===== config.mk =====
export PLATFORM = sky130hd
export DESIGN_NAME = timer_min_heap_top
export DESIGN_NICKNAME = d
export VERILOG_FILES = /design/src/rtl/tmh_pkg.sv /design/src/rtl/tmh_cell.sv /design/src/rtl/timer_min_heap_top.sv
export SDC_FILE = /design/constraint.sdc
export NUM_CORES = 2
export LEC_CHECK = 0
export BUFFER_PORTS_ARGS = -buffer_cell sky130_fd_sc_hd__buf_2
export CAP_MARGIN = 10
export CELL_PAD_IN_SITES_DETAIL_PLACEMENT = 0
export CELL_PAD_IN_SITES_GLOBAL_PLACEMENT = 1
export CORE_MARGIN = 10
export CORE_UTILIZATION = 40
export DETAILED_ROUTE_END_ITERATION = 6
export GPL_TIMING_DRIVEN = 0
export PLACE_DENSITY_LB_ADDON = 0.05
export REMOVE_ABC_BUFFERS = 1
export SETUP_SLACK_MARGIN = 0.5
export SYNTH_ARGS = -nofsm -noshare
export SYNTH_HDL_FRONTEND = slang
export SYNTH_SLANG_ARGS = --single-unit

===== constraint.sdc =====
create_clock -name clock -period 29.6 [get_ports clock]
set_input_delay 2.96 -clock clock [delete_from_list [all_inputs] [get_ports clock]]
set_output_delay 2.96 -clock clock [all_outputs]
set_load 0.1 [all_outputs]

===== src/rtl/tmh_pkg.sv =====
// Package with the shared types and constants of the timer min-heap.
package tmh_pkg;
   localparam int HeapDepth    = 16;
   localparam int SecondsWidth = 32;
   localparam int IdWidth      = 4;
   localparam int IdCount      = 16;
   localparam int MicrosWidth  = 20;
   localparam int SlotWidth    = $clog2(HeapDepth);
   localparam int CountWidth   = $clog2(HeapDepth + 1);
   localparam int KeyWidth     = SecondsWidth + MicrosWidth;
   localparam int EntryWidth   = KeyWidth + IdWidth;

   typedef logic [CountWidth-1:0] count_type;
   typedef logic [SlotWidth-1:0]  slot_type;

   typedef enum logic [1:0] {
      STATUS_OK      = 2'd0,
      STATUS_FULL    = 2'd1,
      STATUS_ABSENT  = 2'd2,
      STATUS_PRESENT = 2'd3
   } status_type;

   typedef enum logic [1:0] {
      ST_IDLE  = 2'd0,
      ST_SIFT  = 2'd1,
      ST_DONE  = 2'd2
   } state_type;

   typedef enum logic {
      FUNC_PUSH  = 1'b0,
      FUNC_ERASE = 1'b1
   } func_type;

   // One heap entry: key first, so that a plain compare orders keys.
   typedef struct packed {
      logic [SecondsWidth-1:0] seconds;
      logic [MicrosWidth-1:0]  micros;
      logic [IdWidth-1:0]      id;
   } entry_type;

   // Control word broadcast from the sequencer to every cell.
   typedef struct packed {
      logic      load;
      logic      sift;
      logic      erase;
      slot_type  target;
      entry_type word;
   } cell_ctrl_type;

   // True when key a is strictly later than key b.
   function automatic logic later(entry_type a, entry_type b);
      later = {a.seconds, a.micros} > {b.seconds, b.micros};
   endfunction
endpackage


===== src/rtl/tmh_cell.sv =====
// One heap slot: holds an entry and swaps with its parent or child.
module tmh_cell (
   input  logic                    clock,
   input  tmh_pkg::cell_ctrl_type  ctrl,
   input  logic [tmh_pkg::SlotWidth-1:0] slot,
   input  tmh_pkg::entry_type      parent_word,
   input  tmh_pkg::entry_type      left_word,
   input  tmh_pkg::entry_type      right_word,
   input  tmh_pkg::entry_type      last_word,
   input  logic                    up_swap,
   input  logic                    down_left,
   input  logic                    down_right,
   input  logic                    parent_down_self,
   input  logic                    child_up,
   output tmh_pkg::entry_type      word
);
   import tmh_pkg::*;
   entry_type word_ff, word_in;

   // Next entry: load, or exchange with a neighbour on a sift step.
   always_comb begin
      word_in = word_ff;
      if (ctrl.load && ctrl.target == slot) begin
         word_in = ctrl.erase ? last_word : ctrl.word;
      end else if (ctrl.sift) begin
         if (up_swap) word_in = parent_word;
         else if (child_up) word_in = (down_left ? left_word : right_word);
         else if (down_left) word_in = left_word;
         else if (down_right) word_in = right_word;
         else if (parent_down_self) word_in = parent_word;
      end
   end

   always_ff @(posedge clock) begin
      word_ff <= word_in;
   end

   assign word = word_ff;
endmodule


===== src/rtl/timer_min_heap_top.sv =====
// Top level of the timer min-heap: sequencer, id table and a row of cells.
// An accepted item takes at most one sift step per cycle through the cell row
// before the strobe; a rejected item goes straight from acceptance to the
// strobe.
// Throughput: one item at a time; busy is high from acceptance to the strobe.
// Reset clears the count, the id table and the sequencer; slots hold junk
// until written. The receiver cannot stall: rsp_valid lasts one cycle.
module timer_min_heap_top (
   input  logic        clock,
   input  logic        reset,
   input  logic        start,
   output logic        busy,
   input  logic        req_func,
   input  logic [3:0]  req_event_id,
   input  logic [31:0] req_key_seconds,
   input  logic [19:0] req_key_micros,
   output logic        rsp_valid,
   output logic [1:0]  rsp_status,
   output logic        rsp_top_valid,
   output logic [3:0]  rsp_top_id,
   output logic [31:0] rsp_top_seconds,
   output logic [19:0] rsp_top_micros,
   output logic [4:0]  rsp_entry_total
);
   import tmh_pkg::*;

   state_type     state_ff, state_in;
   count_type     count_ff, count_in;
   slot_type      pos_ff, pos_in;
   logic          up_ff, up_in;
   logic          erase_ff, erase_in;
   status_type    status_ff, status_in;
   logic [IdCount-1:0]   present_ff, present_in;
   slot_type      slot_of_ff [IdCount];
   cell_ctrl_type ctrl;
   entry_type     words [HeapDepth];
   entry_type     last_word;
   logic          step_up, step_left, step_right;
   slot_type      parent_pos, left_pos, right_pos;
   logic          load;
   logic          cont;

   // Neighbours of the slot being sifted, and the last occupied slot.
   always_comb begin
      parent_pos = slot_type'((32'(pos_ff) - 32'd1) >> 1);
      left_pos   = slot_type'(2 * 32'(pos_ff) + 1);
      right_pos  = slot_type'(2 * 32'(pos_ff) + 2);
      last_word  = words[slot_type'(count_ff - count_type'(1))];
   end

   // Decide the sift step for the current slot.
   always_comb begin
      logic [31:0] r;
      logic pick_l;
      r = 2 * 32'(pos_ff) + 2;
      step_up = 1'b0;
      step_left = 1'b0;
      step_right = 1'b0;
      pick_l = 1'b0;
      if (up_ff) begin
         step_up = (pos_ff != '0) && later(words[parent_pos], words[pos_ff]);
      end else if (r <= 32'(count_ff)) begin
         pick_l = (r == 32'(count_ff)) || later(words[right_pos], words[left_pos]);
         if (pick_l) step_left = later(words[pos_ff], words[left_pos]);
         else step_right = later(words[pos_ff], words[right_pos]);
      end
   end

   assign cont = step_up || step_left || step_right;
   assign load = (state_ff == ST_IDLE) && start && (status_in == STATUS_OK);

   // Control word to the cells.
   always_comb begin
      ctrl.load   = load;
      ctrl.sift   = (state_ff == ST_SIFT) && cont;
      ctrl.erase  = req_func == FUNC_ERASE;
      ctrl.word   = '{seconds: req_key_seconds, micros: req_key_micros,
                      id: req_event_id};
      ctrl.target = (req_func == FUNC_PUSH) ? slot_type'(count_ff)
                                            : slot_of_ff[req_event_id];
   end

   // The row of cells. On an upward step the parent takes the word of the
   // child being sifted; odd slots are left children.
   for (genvar i = 0; i < HeapDepth; i++) begin : g_cell
      localparam int P = (i == 0) ? 0 : (i - 1) / 2;
      localparam int L = (2 * i + 1 < HeapDepth) ? 2 * i + 1 : i;
      localparam int R = (2 * i + 2 < HeapDepth) ? 2 * i + 2 : i;
      logic me;
      logic up_to_me;
      assign me = pos_ff == slot_type'(i);
      assign up_to_me = step_up && parent_pos == slot_type'(i);
      tmh_cell u_cell (
         .clock            (clock),
         .ctrl             (ctrl),
         .slot             (slot_type'(i)),
         .parent_word      (words[P]),
         .left_word        (words[L]),
         .right_word       (words[R]),
         .last_word        (last_word),
         .up_swap          (me && step_up),
         .down_left        ((me && step_left) || (up_to_me && pos_ff[0])),
         .down_right       (me && step_right),
         .parent_down_self ((step_left && left_pos == slot_type'(i)) ||
                            (step_right && right_pos == slot_type'(i))),
         .child_up         (up_to_me),
         .word             (words[i])
      );
   end

   // Sequencer: next state and item bookkeeping.
   always_comb begin
      state_in   = state_ff;
      count_in   = count_ff;
      pos_in     = pos_ff;
      up_in      = up_ff;
      erase_in   = erase_ff;
      status_in  = status_ff;
      present_in = present_ff;
      if (state_ff == ST_IDLE) begin
         if (req_func == FUNC_PUSH) begin
            if (present_ff[req_event_id]) status_in = STATUS_PRESENT;
            else if (32'(count_ff) >= HeapDepth) status_in = STATUS_FULL;
            else status_in = STATUS_OK;
         end else begin
            status_in = present_ff[req_event_id] ? STATUS_OK : STATUS_ABSENT;
         end
         if (start) begin
            state_in = ST_DONE;
            erase_in = req_func;
            if (status_in == STATUS_OK) begin
               state_in = ST_SIFT;
               if (req_func == FUNC_PUSH) begin
                  pos_in = slot_type'(count_ff);
                  up_in  = 1'b1;
                  count_in = count_ff + count_type'(1);
                  present_in[req_event_id] = 1'b1;
               end else begin
                  pos_in = slot_of_ff[req_event_id];
                  count_in = count_ff - count_type'(1);
                  present_in[req_event_id] = 1'b0;
                  if (slot_of_ff[req_event_id] >= slot_type'(count_ff - count_type'(1))
                      || 32'(count_ff) == 1)
                     state_in = ST_DONE;
                  up_in = 1'b1;
               end
            end
         end
      end else if (state_ff == ST_SIFT) begin
         // An erase that did not move up turns to sifting down, even at the root.
         if (step_up) pos_in = parent_pos;
         else if (step_left) pos_in = left_pos;
         else if (step_right) pos_in = right_pos;
         else if (up_ff && erase_ff) up_in = 1'b0;
         else state_in = ST_DONE;
         if (cont && up_ff) erase_in = 1'b0;
      end else begin
         state_in = ST_IDLE;
      end
   end

   always_ff @(posedge clock) begin
      if (reset) begin
         state_ff   <= ST_IDLE;
         count_ff   <= '0;
         present_ff <= '0;
         pos_ff     <= '0;
         up_ff      <= 1'b0;
         erase_ff   <= 1'b0;
         status_ff  <= STATUS_OK;
      end else begin
         state_ff   <= state_in;
         count_ff   <= count_in;
         present_ff <= present_in;
         pos_ff     <= pos_in;
         up_ff      <= up_in;
         erase_ff   <= erase_in;
         status_ff  <= status_in;
      end
   end

   // Position table, rebuilt from the cell row after every change.
   always_ff @(posedge clock) begin
      for (int i = 0; i < HeapDepth; i++) begin
         if (32'(i) < 32'(count_ff)) slot_of_ff[words[i].id] <= slot_type'(i);
      end
   end

   // Result outputs.
   always_comb begin
      busy            = state_ff != ST_IDLE;
      rsp_valid       = state_ff == ST_DONE;
      rsp_status      = status_ff;
      rsp_top_valid   = count_ff != '0;
      rsp_top_id      = rsp_top_valid ? words[0].id : '0;
      rsp_top_seconds = rsp_top_valid ? words[0].seconds : '0;
      rsp_top_micros  = rsp_top_valid ? words[0].micros : '0;
      rsp_entry_total = count_ff;
   end
endmodule

Word-level counts from Yosys, hierarchy flattened
Memory sizes are Yosys's and may differ from the RTL's.
Cells that the tools add are included.
- add/sub/neg operators: 5
- magnitude comparators: 30
- equality and inequality tests: 115
- muxes and demuxes: 219
- bitwise operators: 8
- reductions and logical operators: 234
- operators by type and width (kind ; count):
    2-to-1 mux 56 bit ; 130
    binary-select mux 56 bit (select 4 bit) ; 5
    greater-than comparator 52 bit ; 4
    equality test 4 bit (second input constant) ; 40
    logical AND 1 bit ; 133
    equality test 4 x 3 -> 1 bit (second input constant) ; 20
    2-to-1 mux 1 bit ; 54
    inequality test 3 x 2 -> 1 bit (second input constant) ; 16
    AND reduction 5 bit ; 9
    equality test 4 x 2 -> 1 bit (second input constant) ; 10
    < comparator 4 x 5 -> 1 bit (first input constant) ; 8
    nonzero test 2 bit ; 20
    2-to-1 mux 4 bit ; 9
    nonzero test 6 bit ; 6
    logical OR 1 bit ; 35
    2-to-1 mux 32 bit ; 1
    >= comparator 5 bit (second input constant) ; 6
    2-to-1 mux 2 bit ; 15
    NOT 4 -> 5 bit ; 5
    inequality test 3 x 1 -> 1 bit (second input constant) ; 8
    nonzero test 3 bit ; 8
    equality test 4 x 1 -> 1 bit (second input constant) ; 5
    < comparator 3 x 5 -> 1 bit (first input constant) ; 4
    2-to-1 mux 20 bit ; 1
    other kinds (35) ; 59
- register bits: 927
- bits in writable memories: 64
- bits of input ports: 60
- output and inout port bits: 66
- logic and storage cells: 667
- memories: 1
- memories (name ; words ; width ; rd ports ; clocked after Yosys merged registers in ; wr ports ; RTL line ; RTL):
    slot_of_ff ; 16 ; 4 ; 1 ; 0 ; 16 ; timer_min_heap_top.sv:34 ; slot_type slot_of_ff [IdCount];

Logic depth before layout (Yosys ltp)
- depth after elaboration: 19
- mapped depth: 28
- depth with buffers taken out: 18

Hierarchy
From an unflattened synthesis, not the netlist that was laid out.
- cells, all modules: 9218
- area total of the unflattened synthesis: 107881.0 um^2
- by module, submodules not included (module ; times used ; cells an instance ; area an instance (um^2) ; seq. area each (um^2)):
    tmh_cell ; 16 ; 323 ; 4225.3 ; 1681.6
    timer_min_heap_top ; 1 ; 4050 ; 40276.1 ; 1901.8

Least setup slack after synthesis
Ideal clock, no wire load.
- path kind: register to register
- start: reg pos_ff[1]
- end: reg g_cell[14].u_cell.word_ff (netlist bit g_cell[14].u_cell.word[0]), enable pin
- library setup time: 0.547 ns
- arrival time: 10.393 ns
- required time: 29.053 ns
- setup slack: 18.659 ns
- cell stages (with the launch flop): 26
- path buffers: 8
- clock period less this slack: 10.941 ns
- cell sequence: dfxtp_1 clkbuf_1 buf_1 buf_1 inv_2 clkbuf_1 ha_1 clkbuf_1 clkbuf_1 buf_1 mux4_2 nand2_1 and2_1 inv_1 ha_1 a21oi_1 o21ai_0 a221o_1 a2111o_1 a211oi_1 o211ai_1 clkbuf_1 nor2_1 mux2_2 nand2_1 o21ai_0
- longest elaborated chain between the ends: 15
- elaborated cells on any way between the ends: 57
- those cells by class: add/sub: 3; order compare: 5; eq/ne: 8; mux: 19; bitwise: 4; reduce/logical: 18
- ends and longest elaborated chain (element ; RTL line ; RTL):
    start, declared ; timer_min_heap_top.sv:29 ; slot_type pos_ff, pos_in;
    start signal, assigned ; timer_min_heap_top.sv:175 ; pos_ff <= pos_in;
    adder 5 x 2 -> 6 bit / adder 4 x 1 -> 4 bit (equally long branches) ; timer_min_heap_top.sv:55, timer_min_heap_top.sv:46 ;
    NOT 4 -> 5 bit (on tied branches) ; timer_min_heap_top.sv:63, timer_min_heap_top.sv:65, timer_min_heap_top.sv:64 ;
    binary-select mux 56 bit (select 4 bit) (on tied branches) ; timer_min_heap_top.sv:63, timer_min_heap_top.sv:65, timer_min_heap_top.sv:64 ;
    2-to-1 mux 56 bit (on tied branches) (2 in series) ; timer_min_heap_top.sv:63, timer_min_heap_top.sv:65, timer_min_heap_top.sv:64 ;
    greater-than comparator 52 bit ; tmh_pkg.sv:52 ; later = {a.seconds, a.micros} > {b.seconds, b.micros};
    logical OR 1 bit ; timer_min_heap_top.sv:63 ; pick_l = (r == 32'(count_ff)) || later(words[right_pos], words[left_pos]);
    2-to-1 mux 1 bit ; timer_min_heap_top.sv:64 ; if (pick_l) step_left = later(words[pos_ff], words[left_pos]);
    2-to-1 mux 1 bit ; timer_min_heap_top.sv:62 ; end else if (r <= 32'(count_ff)) begin
    2-to-1 mux 1 bit ; timer_min_heap_top.sv:60 ; if (up_ff) begin
    logical OR 1 bit (2 in series) ; timer_min_heap_top.sv:69 ; assign cont = step_up || step_left || step_right;
    logical AND 1 bit ; timer_min_heap_top.sv:75 ; ctrl.sift = (state_ff == ST_SIFT) && cont;
    nonzero test 2 bit (no line) ; -- ;
    AND reduction 5 bit (no line) * ; -- ;
    end signal, assigned ; tmh_cell.sv:35 ; word_ff <= word_in;
    end, declared ; tmh_cell.sv:18 ; entry_type word_ff, word_in;
Every way passes the cells marked *; elsewhere a longest branch is shown, timed or not. The select of a mux whose other input is x is not followed.
A chain may end at the register's enable or synchronous reset.

Final worst setup path
- start: reg pos_ff[1]
- end: reg g_cell[6].u_cell.word_ff (netlist bit g_cell[6].u_cell.word[29]), enable pin
- longest elaborated chain between the ends: 15
- elaborated cells on any way between the ends: 54
- those cells by class: add/sub: 3; order compare: 5; eq/ne: 5; mux: 19; bitwise: 4; reduce/logical: 18
- ends and longest elaborated chain (element ; RTL line):
    adder 5 x 2 -> 6 bit / adder 4 x 1 -> 4 bit (equally long branches) ; timer_min_heap_top.sv:55, timer_min_heap_top.sv:46
    NOT 4 -> 5 bit (on tied branches) ; timer_min_heap_top.sv:63, timer_min_heap_top.sv:65, timer_min_heap_top.sv:64
    binary-select mux 56 bit (select 4 bit) (on tied branches) ; timer_min_heap_top.sv:63, timer_min_heap_top.sv:65, timer_min_heap_top.sv:64
    2-to-1 mux 56 bit (on tied branches) (2 in series) ; timer_min_heap_top.sv:63, timer_min_heap_top.sv:65, timer_min_heap_top.sv:64
    greater-than comparator 52 bit ; tmh_pkg.sv:52
    logical OR 1 bit ; timer_min_heap_top.sv:63
    2-to-1 mux 1 bit ; timer_min_heap_top.sv:64
    2-to-1 mux 1 bit ; timer_min_heap_top.sv:62
    2-to-1 mux 1 bit ; timer_min_heap_top.sv:60
    logical OR 1 bit (2 in series) ; timer_min_heap_top.sv:69
    logical AND 1 bit ; timer_min_heap_top.sv:75
    nonzero test 2 bit (no line) ; --
    AND reduction 2 bit (no line) * ; --
    end signal, assigned ; tmh_cell.sv:35
    end, declared ; tmh_cell.sv:18
Marked as above.

==> flow_metrics.env <==
export IMPL_status="complete, but fails checks"
export IMPL_violations="DRC"
export IMPL_tritoncts="done"
export IMPL_insertion_delay_ns=0.83
export IMPL_setup_ws_ns=17.72
export IMPL_synth_common_cells="mux4_2, edfxtp_1, nand2_1, nor2_1, clkbuf_1"
export IMPL_worstSetupPathType="reg2reg"
export IMPL_powerDensity_nw_per_um2=69.65
export IMPL_fmax_ghz=0.08415
export IMPL_grt_pass1_wl_um=556200
export IMPL_routedWlPerCell_um=41.66
export IMPL_synth_top_cell_area_share_pct=33.04
export IMPL_gp_congestion=0.9328
export IMPL_fillCellCount=18020
export IMPL_m1WireLength_um=153700
export IMPL_drt_iter0_markers=11830
export IMPL_hold_viol=0
export IMPL_die_area_um2=222000
export IMPL_synth_area_um2=81430
export IMPL_place_ws_ns=17.97
export IMPL_ios=126
export IMPL_ys_ff_latch=991
export IMPL_syn_area_per_cell_um2=11.77
export IMPL_regToRegEndpoint="g_cell[6].u_cell.word[29]"
export IMPL_instances_no_fill=9646
export IMPL_ctsHoldBuffers=0
export IMPL_port_buffers=125
export IMPL_critPathRequiredTime_ns=30.10
export IMPL_yosysMostFrequentCell="mux4_2"
export IMPL_start_util_pct=40.25
export IMPL_yosys_warnings=0
export IMPL_slew_violations=0
export IMPL_setup_violations=0
export IMPL_cts_clk_slew_worst_paths_ns=0.05
export IMPL_ant_nets=0
export IMPL_synth_edff_count=896
export IMPL_post_route_period_util_pct=40.15
export IMPL_grtUsageTotal_pct=34.93
export IMPL_fin_skew_ns=0.04383
export IMPL_core_area_um2=202300
export IMPL_die_h_um=471.2
export IMPL_yosys_top_cells_area="edfxtp_1, mux4_2, a221o_1"
export IMPL_met3_length_um=54660
export IMPL_path_max_fanout=46
export IMPL_rsz0062_at_grt="no"
export IMPL_regToRegStartpoint="pos_ff[1]"
export IMPL_vias=72080
export IMPL_cts_setup_buffers=0
export IMPL_wl_um=401900
export IMPL_route_detailed_drc=11
export IMPL_yosysTopAreaCell="edfxtp_1"
export IMPL_overflow=0
export IMPL_min_from="rsp_status[0]"
export IMPL_cp_startpoint="pos_ff[1]"
export IMPL_arrival_ns=12.38
export IMPL_critPathCaptureType="register"
export IMPL_drv_cap=0
export IMPL_htree_num_levels=4
export IMPL_placed_cells=9375
export IMPL_startpoint_type="register"
export IMPL_clockBufferDepth=3
export IMPL_power_leakage_uw=0.03289
export IMPL_nNetsFinal=7147
export IMPL_grt_start_max_net_pins=63
export IMPL_dp_hpwl_um=274300
export IMPL_antenna_found_initial=16
export IMPL_ys_seq_area_share_pct=35.38
export IMPL_r2r_slack_ns=17.72
export IMPL_cts_sinks=991
export IMPL_synth_distinct_cells=90
export IMPL_ctsResizeCount=0
export IMPL_highest_layer="met5"
export IMPL_fin_crit_ns=11.88
export IMPL_async_flop_share_pct=0
export IMPL_drt_pass1_iter_count=7
export IMPL_synthToLayoutAreaGrowth_pct=16.34
export IMPL_cts_buffers=135
export IMPL_relSlewSlack_pct=7.773
export IMPL_ir_drop_uv=74.07
export IMPL_synth_cells=6919
export IMPL_viasPerCell=7.472
export IMPL_endpoint="g_cell[6].u_cell.word[29]"
export IMPL_ys_flop_type="edfxtp_1"
export IMPL_routed_wl_met2_um=168800
export IMPL_drive_above_1_share_pct=25.22
export IMPL_min_path_type="reg2reg"
export IMPL_fp_dieW_um=471.2
export IMPL_row_count=165
export IMPL_tightest_slew_ns=1.381
export IMPL_cts_root_buf="clkbuf_16"
export IMPL_first_global_vias=68090
export IMPL_reg2regPathDepth=23
[final cells by class]
cell class | instances | area (um^2) | share of cell area (%)
antenna | 12 | 30.03 | 0.03170
clock buffer | 165 | 3586 | 3.785
tap | 2672 | 3343 | 3.529
sequential | 991 | 28830 | 30.43
timing repair buffer | 478 | 7692 | 8.120
inverter | 139 | 531.8 | 0.5613
multi-input combinational | 5112 | 50010 | 52.79
clock inverter | 77 | 719.4 | 0.7594
[worst max-delay path, stage by stage (launching register included)]
cell and delay (ns):
dfxtp_4 0.65, buf_16 0.34, buf_16 0.31, inv_2 0.60, ha_4 0.96, buf_16 0.37
buf_16 0.29, buf_16 0.33, mux4_2 0.58, o22ai_1 0.17, nor2_1 0.15, ha_1 0.36
nand4_1 0.22, nor4_1 1.05, nand3_1 0.61, a41oi_1 0.90, or2_2 0.42, nand2_1 0.55
o32ai_1 0.79, nor3_1 0.17, a22oi_2 0.85, buf_8 0.27, buf_16 0.18, buf_8 0.17
[sequential cells by signal (all words and copies together), names as in the netlist, named ones only]
| name | count |
|---|---|
| rsp_status | 2 |
| g_cell.u_cell.word | 896 |
| rsp_entry_total | 5 |
| erase_ff | 1 |
| up_ff | 1 |
| state_ff | 2 |
| pos_ff | 4 |
| slot_of_ff | 64 |
[metrics by stage]
step / hold WS (ns) / TNS (ns) / total power, uW / cell area [um^2] / utilization [%]
3_3_place_gp: 0.4429 / - / 5567 / 82650 / 40.85
4_1_cts: 0.4635 / 0 / 6533 / 94560 / 46.74
6_report: 0.4555 / 0 / 6599 / 94740 / 46.83
5_1_grt: 0.4902 / 0 / 6844 / 94710 / 46.81
3_5_place_dp: 0.4552 / 0 / 4878 / 90260 / 44.61
2_1_floorplan: 0.4209 / -4278.73 / 4199 / 78680 / -
[power by group]
group / leakage (uW) / switching, uW / internal, uW
combinational: 0.0219 / 1920 / 1320
clock: 0.00209 / 700 / 957
sequential: 0.00885 / 100 / 1610
total: 0.0329 / 2720 / 3880
[kinds of logic after synthesis]
logic type	synth area share, %
fa+ha+maj	3.534
buf+inv	4.024
simple gates	9.491
compound gates	16.23
flops	35.38
xor+xnor	0.07529
mux	31.27
[worst min path at each step]
stage / end / slack (ns) / cells past startpoint
2_1_floorplan: slot_of_ff[4][1] / 0.42 / 2
3_3_place_gp: rsp_status[0] / 0.44 / 2
3_5_place_dp: rsp_status[0] / 0.46 / 2
4_1_cts: rsp_status[0] / 0.46 / 2
5_1_grt: rsp_status[0] / 0.49 / 2
6_report: rsp_status[0] / 0.46 / 2
[cell usage in the layout (no fill, tap or decap), types with 39 or more instances in the layout]
cell type	count
mux4_2	960
edfxtp_1	896
nor2_1	574
nand2_1	571
a21oi_1	401
a221o_1	395
mux2i_1	351
o21ai_0	328
o2bb2ai_1	280
ha_1	226
clkbuf_16	139
o22ai_1	138
inv_1	135
buf_16	133
and2_1	132
buf_2	124
buf_12	102
dfxtp_1	90
nand3_1	87
nor3_1	48
buf_6	44
buf_8	41
nand2b_1	40
a31oi_1	40
nor2b_1	39
[routing by layer]
metal | up-vias | track usage (%)
met3 | 1240 | 11.44
met5 | - | 0.2162
met1 | 36530 | 47.22
met2 | 6012 | 49.97
met4 | 11 | 17.65
li1 | 28290 | -
Note: power is estimated with default switching activity, not from simulation.
